`config.mk`:
```
export PLATFORM = sky130hd
export DESIGN_NAME = pixel_run_length_encoder
export DESIGN_NICKNAME = d
export VERILOG_FILES = /design/src/hdl/prle_pkg.sv /design/src/hdl/prle_core.sv /design/src/hdl/prle_queue.sv /design/src/hdl/pixel_run_length_encoder.sv
export SDC_FILE = /design/constraint.sdc
export NUM_CORES = 1
export LEC_CHECK = 0
export ABC_CLOCK_PERIOD_IN_PS = 8300
export BUFFER_PORTS_ARGS = -buffer_cell sky130_fd_sc_hd__buf_2
export CORE_UTILIZATION = 61
export DETAILED_ROUTE_END_ITERATION = 7
export PLACE_DENSITY = 0.81
export SYNTH_ARGS = -nofsm -noshare
export SYNTH_HDL_FRONTEND = slang
export SYNTH_SLANG_ARGS = --single-unit
```
`constraint.sdc`:
```
create_clock -name clock -period 8.3 [get_ports clock]
set_clock_uncertainty 0.05 [all_clocks]
set_input_delay 1.66 -clock clock [delete_from_list [all_inputs] [get_ports clock]]
set_output_delay 1.66 -clock clock [all_outputs]
set_load 0.03 [all_outputs]
```
`src/hdl/prle_pkg.sv`:
```
`timescale 1ns / 1ps
package prle_pkg;

   localparam int unsigned PIXEL_WIDTH = 32;
   localparam int unsigned COUNT_WIDTH = 8;
   localparam int unsigned MODE_WIDTH  = 2;
   localparam int unsigned QUEUE_DEPTH = 4;

   localparam logic [COUNT_WIDTH-1:0] RUN_CAP = 8'd255;

   localparam logic [MODE_WIDTH-1:0] MODE_ALPHA = 2'd0;
   localparam logic [MODE_WIDTH-1:0] MODE_RGB   = 2'd1;
   localparam logic [MODE_WIDTH-1:0] MODE_RGBA  = 2'd2;

   typedef struct packed {
      logic [COUNT_WIDTH-1:0] run_count;
      logic [PIXEL_WIDTH-1:0] run_pixel;
      logic                   item_last;
      logic                   frame_end;
   } record_type;

   typedef struct packed {
      logic       first_valid;
      logic       second_valid;
      record_type first;
      record_type second;
   } push_type;

   function automatic logic [PIXEL_WIDTH-1:0] mode_mask(input logic [MODE_WIDTH-1:0] mode);
      logic [PIXEL_WIDTH-1:0] mask;
      case (mode)
         MODE_ALPHA: mask = 32'h0000_00ff;
         MODE_RGB:   mask = 32'h00ff_ffff;
         MODE_RGBA:  mask = 32'hffff_ffff;
         default:    mask = 32'hffff_ffff;
      endcase
      return mask;
   endfunction

endpackage

```
`src/hdl/prle_core.sv`:
```
`timescale 1ns / 1ps
module prle_core (
   input  logic                              clock,
   input  logic                              reset,
   input  logic                              accept,
   input  logic [prle_pkg::PIXEL_WIDTH-1:0]  pixel_value,
   input  logic                              frame_last,
   input  logic                              csr_write,
   input  logic [prle_pkg::MODE_WIDTH-1:0]   csr_mode,
   output prle_pkg::push_type                push
);
   import prle_pkg::*;

   logic [MODE_WIDTH-1:0]  mode_ff;
   logic [PIXEL_WIDTH-1:0] held_ff, held_in, pix;
   logic [COUNT_WIDTH-1:0] len_ff, len_in;
   logic                   open_ff, open_in;
   logic                   close_run;

   always_comb begin
      pix       = pixel_value & mode_mask(mode_ff);
      close_run = open_ff && ((held_ff != pix) || (len_ff == RUN_CAP));
      held_in   = held_ff;
      len_in    = len_ff;
      open_in   = open_ff;
      if (!open_ff || close_run) begin
         held_in = pix;
         len_in  = COUNT_WIDTH'(1);
         open_in = 1'b1;
      end else begin
         len_in = len_ff + COUNT_WIDTH'(1);
      end

      push.first_valid          = 1'b0;
      push.second_valid         = 1'b0;
      push.first.run_count      = len_ff;
      push.first.run_pixel      = held_ff;
      push.first.item_last      = !frame_last;
      push.first.frame_end      = 1'b0;
      push.second.run_count     = len_in;
      push.second.run_pixel     = held_in;
      push.second.item_last     = 1'b1;
      push.second.frame_end     = 1'b1;

      if (accept) begin
         if (close_run) begin
            push.first_valid  = 1'b1;
            push.second_valid = frame_last;
         end else if (frame_last) begin
            push.first_valid = 1'b1;
            push.first       = push.second;
         end
      end

      if (frame_last) begin
         held_in = '0;
         len_in  = '0;
         open_in = 1'b0;
      end
   end

   always_ff @(posedge clock) begin
      if (reset) begin
         mode_ff <= MODE_ALPHA;
         held_ff <= '0;
         len_ff  <= '0;
         open_ff <= 1'b0;
      end else begin
         if (csr_write) begin
            mode_ff <= csr_mode;
         end
         if (accept) begin
            held_ff <= held_in;
            len_ff  <= len_in;
            open_ff <= open_in;
         end
      end
   end

endmodule

```
`src/hdl/prle_queue.sv`:
```
`timescale 1ns / 1ps
module prle_queue #(
   parameter int unsigned DEPTH = prle_pkg::QUEUE_DEPTH
) (
   input  logic                         clock,
   input  logic                         reset,
   input  prle_pkg::push_type           push,
   input  logic                         pop,
   output prle_pkg::record_type         head,
   output logic                         not_empty,
   output logic [$clog2(DEPTH+1)-1:0]   fill
);
   import prle_pkg::*;

   localparam int unsigned PTR_WIDTH  = (DEPTH > 1) ? $clog2(DEPTH) : 1;
   localparam int unsigned FILL_WIDTH = $clog2(DEPTH+1);

   record_type           entry_ff [DEPTH];
   logic [PTR_WIDTH-1:0] wr_ff, wr_in, wr_next, rd_ff, rd_in;
   logic [FILL_WIDTH-1:0] fill_ff, fill_in;
   logic [1:0]           push_count;

   function automatic logic [PTR_WIDTH-1:0] bump(input logic [PTR_WIDTH-1:0] ptr);
      return (ptr == PTR_WIDTH'(DEPTH-1)) ? '0 : ptr + PTR_WIDTH'(1);
   endfunction

   always_comb begin
      wr_next    = bump(wr_ff);
      push_count = 2'(push.first_valid) + 2'(push.second_valid);
      wr_in      = wr_ff;
      if (push.second_valid) begin
         wr_in = bump(wr_next);
      end else if (push.first_valid) begin
         wr_in = wr_next;
      end
      rd_in   = pop ? bump(rd_ff) : rd_ff;
      fill_in = fill_ff + FILL_WIDTH'(push_count) - FILL_WIDTH'(pop);
   end

   always_ff @(posedge clock) begin
      if (reset) begin
         wr_ff   <= '0;
         rd_ff   <= '0;
         fill_ff <= '0;
      end else begin
         wr_ff   <= wr_in;
         rd_ff   <= rd_in;
         fill_ff <= fill_in;
      end
   end

   always_ff @(posedge clock) begin
      if (push.first_valid) begin
         entry_ff[wr_ff] <= push.first;
      end
      if (push.second_valid) begin
         entry_ff[wr_next] <= push.second;
      end
   end

   assign head      = entry_ff[rd_ff];
   assign not_empty = (fill_ff != '0);
   assign fill      = fill_ff;

endmodule

```
`src/hdl/pixel_run_length_encoder.sv`:
```
`timescale 1ns / 1ps
// a run's record is queued when the pixel word closing the run is accepted
// throughput: one pixel word per cycle while records drain freely; req_stall rises only
//    under record back-pressure, once three or more records wait in the four-entry queue
// reset: synchronous, clears the open run, the record queue and the mode (alpha)
module pixel_run_length_encoder #(
   parameter int unsigned QUEUE_DEPTH = prle_pkg::QUEUE_DEPTH
) (
   input  logic                              clock,
   input  logic                              reset,
   input  logic                              req_valid,
   output logic                              req_stall,
   input  logic [prle_pkg::PIXEL_WIDTH-1:0]  req_pixel_value,
   input  logic                              req_frame_last,
   output logic                              rsp_valid,
   input  logic                              rsp_stall,
   output logic [prle_pkg::COUNT_WIDTH-1:0]  rsp_run_count,
   output logic [prle_pkg::PIXEL_WIDTH-1:0]  rsp_run_pixel,
   output logic                              rsp_item_last,
   output logic                              rsp_frame_end,
   input  logic                              csr_valid,
   output logic                              csr_ready,
   input  logic [prle_pkg::MODE_WIDTH-1:0]   csr_pixel_mode
);
   import prle_pkg::*;

   localparam int unsigned FILL_WIDTH = $clog2(QUEUE_DEPTH+1);

   push_type              push;
   record_type            head;
   logic                  accept, pop, not_empty;
   logic [FILL_WIDTH-1:0] fill;

   assign csr_ready = 1'b1;
   assign req_stall = (fill > FILL_WIDTH'(QUEUE_DEPTH-2));
   assign accept    = req_valid && !req_stall;
   assign pop       = rsp_valid && !rsp_stall;

   prle_core u_core (
      .clock       (clock),
      .reset       (reset),
      .accept      (accept),
      .pixel_value (req_pixel_value),
      .frame_last  (req_frame_last),
      .csr_write   (csr_valid && csr_ready),
      .csr_mode    (csr_pixel_mode),
      .push        (push)
   );

   prle_queue #(
      .DEPTH (QUEUE_DEPTH)
   ) u_queue (
      .clock     (clock),
      .reset     (reset),
      .push      (push),
      .pop       (pop),
      .head      (head),
      .not_empty (not_empty),
      .fill      (fill)
   );

   assign rsp_valid     = not_empty;
   assign rsp_run_count = head.run_count;
   assign rsp_run_pixel = head.run_pixel;
   assign rsp_item_last = head.item_last;
   assign rsp_frame_end = head.frame_end;

   // queue never overruns
   assert property (@(posedge clock) disable iff (reset)
      fill <= FILL_WIDTH'(QUEUE_DEPTH))
      else $error("record queue overrun");

   // frame end record always closes its word
   assert property (@(posedge clock) disable iff (reset)
      (rsp_valid && rsp_frame_end) |-> rsp_item_last)
      else $error("frame end without item last");

   // no empty run is ever emitted
   assert property (@(posedge clock) disable iff (reset)
      rsp_valid |-> (rsp_run_count != '0))
      else $error("zero length run");

   // records are pushed only for an accepted word
   assert property (@(posedge clock) disable iff (reset)
      (push.first_valid || push.second_valid) |-> accept)
      else $error("record pushed without word");

endmodule
```
==> implementation parameters <==
Parameter                              Value

Route
  Per-cell routed wire length    24.03 µm
  Remaining design rule violation count    0
  Detailed-routing iteration count for the pre-antenna-repair pass    5
  Number of DRC violations after detailed-routing iteration 0    1004
  Avg Vias per Cell    6.966
  Total routed wirelength    29.97 mm
  Total via count in the routed design    8687
  Residual antenna-violating net count after detailed routing    0

Critical path
  Cell-by-cell trace of the critical path    buf_2, inv_1, a2111o_1, nor4_1, nand4_4, o311ai_4, nand2_1, inv_1, ha_1, inv_1, fa_1, fa_1, xor2_1, nor2_1
  Worst setup path class    primary input to register
  Worst r2r path cells    14
  Critical path capture point type    register
  Largest delay contributor family on the critical path    compound AO/OA/AOI/OAI gates
  Endpoint of the worst register-to-register path    u_queue.fill[2]$_SDFF_PP0_
  Number of buffer and inverter stages on the critical path    4
  Worst R2R Setup Slack    3.23 ns
  CP dominant cell by count    sky130_fd_sc_hd__inv_1
  Data arrival time of the critical path    5.74 ns
  Critical Path Start Type    primary input
  CP max FO    25
  Reg2Reg Launch Point    u_core.mode_ff[1]$_SDFFE_PP0P_
  Slowest stage cell, crit path    sky130_fd_sc_hd__o311ai_4
  Largest incremental delay on the critical path    0.87 ns
  Required @ worst endpoint    8.61 ns

Hold path
  Beginning of the worst hold path    u_queue.entry_ff[0][0]$_SDFFE_PP1P_
  Cell depth of the worst min-delay path    2
  Path type of the worst min-delay path    register to register
  Capture endpoint of the worst hold path    u_queue.entry_ff[0][0]$_SDFFE_PP1P_

Pwr
  Static leakage    4.039 nW
  Power consumption    3.733 mW
  Pwr Density    287.7 nW/µm²
  Max rail drop VDD    225.0 µV

Clocking
  Number of CTS-inserted buffers    24
  CTS-repair resized insts    0
  Clock latency at the later pin of the worst-skew pair    0.51 ns
  Maximum count of clock buffers along a single path    3
  Cell chosen for the clock root    sky130_fd_sc_hd__clkbuf_16
  Setup fix buffers added after clock tree synthesis    0
  Clock edge transition at the registers on the reported setup and hold paths    0.06 ns
  Clock tree from TritonCTS    yes
  Num Clock Sinks    220
  Number of levels in the clock H-tree    1
  Hold bufs inserted after CTS    0

Global route
  Wire length of the first global-routing pass    46.30 mm
  Vias in the first global route    8532
  Gr ovfl total    0
  Largest net degree at the start of global routing    55
  Number of antenna violations at the first check in global routing    0
  Total routing resource utilization after global routing    30.66%

Final layout
  Final-stage net count    1048
  Layout-stage area growth over the synthesis result    11.93%
  Fraction of final layout cells sized beyond drive strength 1    23.12%
  Number of fill cells    1293

STA
  Final worst path period share    65.45%
  Tightest slew margin relative to the limit    22.84%
  Max Fclk    184.1 MHz
  Unrepaired setup endpoints after global routing    no
  Transition at the pin with the smallest max-transition slack    1.153 ns
  Max-slew violations    0
  Count of endpoints failing hold in the final timing report    0
  Total Negative Setup Slacks    0 ns
  Post-layout minimum cycle time    5.432 ns
  Final number of setup-violating endpoints    0

Floorplanning
  I/O Pins    85
  Std cell rows    50
  Starting density of the core    62.17%
  Floorplan core area    18640 µm²
  Vertical die dimension    139.8 µm
  Die Outline Area    19560 µm²
  Die width    139.8 µm

Place
  Quantity of I/O buffers inserted on ports    83
  Placed wire-length estimate    18.10 mm
  Final weighted congestion in routability-driven placement    0.8839

Synth
  Synth cell count leaders    sky130_fd_sc_hd__edfxtp_1 (160), sky130_fd_sc_hd__nand2_1 (83), sky130_fd_sc_hd__o2bb2ai_1 (77)
  Number of distinct library cells after synthesis    76
  Cells after synthesis    954
  Post-synth EDFFs    160
  Post-synth design cell area    11590 µm²
  Average cell area after synthesis    12.15 µm²
  Most frequent cell after synthesis    sky130_fd_sc_hd__edfxtp_1
  Share of the synthesized area in the top cell type    41.45%
  Main flop type after synthesis    sky130_fd_sc_hd__edfxtp_1
  Synth async-reset ratio    0%
  Largest cells by area after synthesis    sky130_fd_sc_hd__edfxtp_1 (41%), sky130_fd_sc_hd__dfxtp_1 (10%), sky130_fd_sc_hd__mux4_2 (8.2%)
  YS warnings    0
  FF+latch count, synth    220
  Largest area contributor in the netlist    sky130_fd_sc_hd__edfxtp_1
  Mapped Nets    1008
  Sequential cell area fraction in the yosys report    51.81%

Status
  Result of the run    finished, final reports clean

Run
  Max-capacitance violation count    0
worst reg2reg max path, stage by stage (launching register included):
cell and delay (ns):
sky130_fd_sc_hd__dfxtp_1 0.43, sky130_fd_sc_hd__buf_4 0.26, sky130_fd_sc_hd__or2_4 0.30, sky130_fd_sc_hd__or3_4 0.36, sky130_fd_sc_hd__a2111oi_4 0.42, sky130_fd_sc_hd__nand4_4 0.43
sky130_fd_sc_hd__o311ai_4 0.87, sky130_fd_sc_hd__nand2_1 0.17, sky130_fd_sc_hd__inv_1 0.35, sky130_fd_sc_hd__ha_1 0.19, sky130_fd_sc_hd__inv_1 0.05, sky130_fd_sc_hd__fa_1 0.41
sky130_fd_sc_hd__fa_1 0.41, sky130_fd_sc_hd__xor2_1 0.15, sky130_fd_sc_hd__nor2_1 0.05
logic make-up after synthesis:
kind of cell               count (synthesis)  synth area share, %
muxes                                     56                9.683
DFF                                      220                51.81
and+or+nand+nor                          264                11.74
buffers and inverters                    119                4.318
AOI/OAI and AO/OA                        264                19.56
xor gates and xnor gates                  16                1.209
other                                      1              0.03235
adders and majority gates                 14                1.641
layer usage:
| metal | share of wire (%) | vias to the layer above | global-route usage, % |
|---|---|---|---|
| li1 | - | 3832 | - |
| met1 | 38 | 4260 | 38.96 |
| met2 | 49 | 529 | 51.05 |
| met3 | 9.8 | 66 | 5.919 |
| met4 | 3.1 | 0 | 13.82 |
| met5 | 0 | - | 0 |
cell usage in the layout (no fill, tap or decap), drive strengths merged, types with 9 or more instances in the layout:
cell type | synthesis | routed
edfxtp | 160 | 160
buf | 34 | 106
o2bb2ai | 97 | 97
nand2 | 83 | 83
dfxtp | 60 | 60
a21oi | 49 | 49
nand3 | 46 | 46
mux4 | 42 | 42
nor2 | 37 | 37
a32o | 36 | 36
nor2b | 29 | 29
clkbuf | 58 | 29
inv | 27 | 27
o21ai | 17 | 17
xnor2 | 14 | 14
nor3 | 14 | 14
ha | 12 | 12
nand2b | 11 | 11
clkinv | 0 | 11
mux2i | 10 | 10
nand3b | 9 | 9
report_power, final:
group	internal [mW]	leakage, nW	switching (mW)
registers	1.34	1.89	0.0774
logic	0.389	1.76	0.853
clock network	0.642	0.387	0.428
state kept, by name, indices dropped and copies added, names as in the netlist, named ones only:
register,cells
u_queue.entry_ff,168
u_core.len_ff,8
u_queue.rd_ff,2
u_core.mode_ff,2
u_queue.fill,3
u_core.held_ff,32
u_core.open_ff,1
u_queue.wr_ff,2
final cells by class:
cell class                      count  area [µm²]  share of cell area, %
Sequential cell                   220        6008                  46.31
Multi-Input combinational cell    615        5190                  40.00
Clock buffer                       29       640.6                  4.938
Timing Repair Buffer              106       588.1                  4.533
Tap cell                          234       292.8                  2.257
Clock inverter                     15       150.1                  1.157
Inverter                           27       101.3                 0.7812
Antenna cell                        1       2.502                0.01929
worst max path at each step:
| stage | start | slack (ns) | end | cells after the start |
|---|---|---|---|---|
| 6_report | req_pixel_value[13] | 2.87 | u_queue.fill[2]$_SDFF_PP0_ | 14 |
| 3_3_place_gp | req_pixel_value[13] | 2.55 | u_queue.fill[2]$_SDFF_PP0_ | 14 |
| 2_1_floorplan | req_pixel_value[20] | 1.85 | u_queue.entry_ff[0][10]$_DFFE_PP_ | 9 |
| 3_5_place_dp | req_pixel_value[13] | 2.47 | u_queue.fill[2]$_SDFF_PP0_ | 14 |
| 5_1_grt | req_pixel_value[13] | 2.58 | u_queue.fill[2]$_SDFF_PP0_ | 14 |
| 4_1_cts | req_pixel_value[13] | 2.99 | u_queue.fill[2]$_SDFF_PP0_ | 14 |
metrics by stage:
step	cell area [µm²]	std cells	hold slack, ns	util, %	worst slack (ns)
6_report	12970	1247	0.4228	69.59	2.868
5_1_grt	12970	1246	0.4406	69.58	2.579
4_1_cts	12970	1246	0.4226	69.58	2.994
3_5_place_dp	12180	1202	0.4139	65.34	2.466
3_3_place_gp	12180	1202	0.4075	65.34	2.554
2_1_floorplan	11590	954	0.3966	-	1.850
No activity file was read; power rests on OpenSTA's default activity.
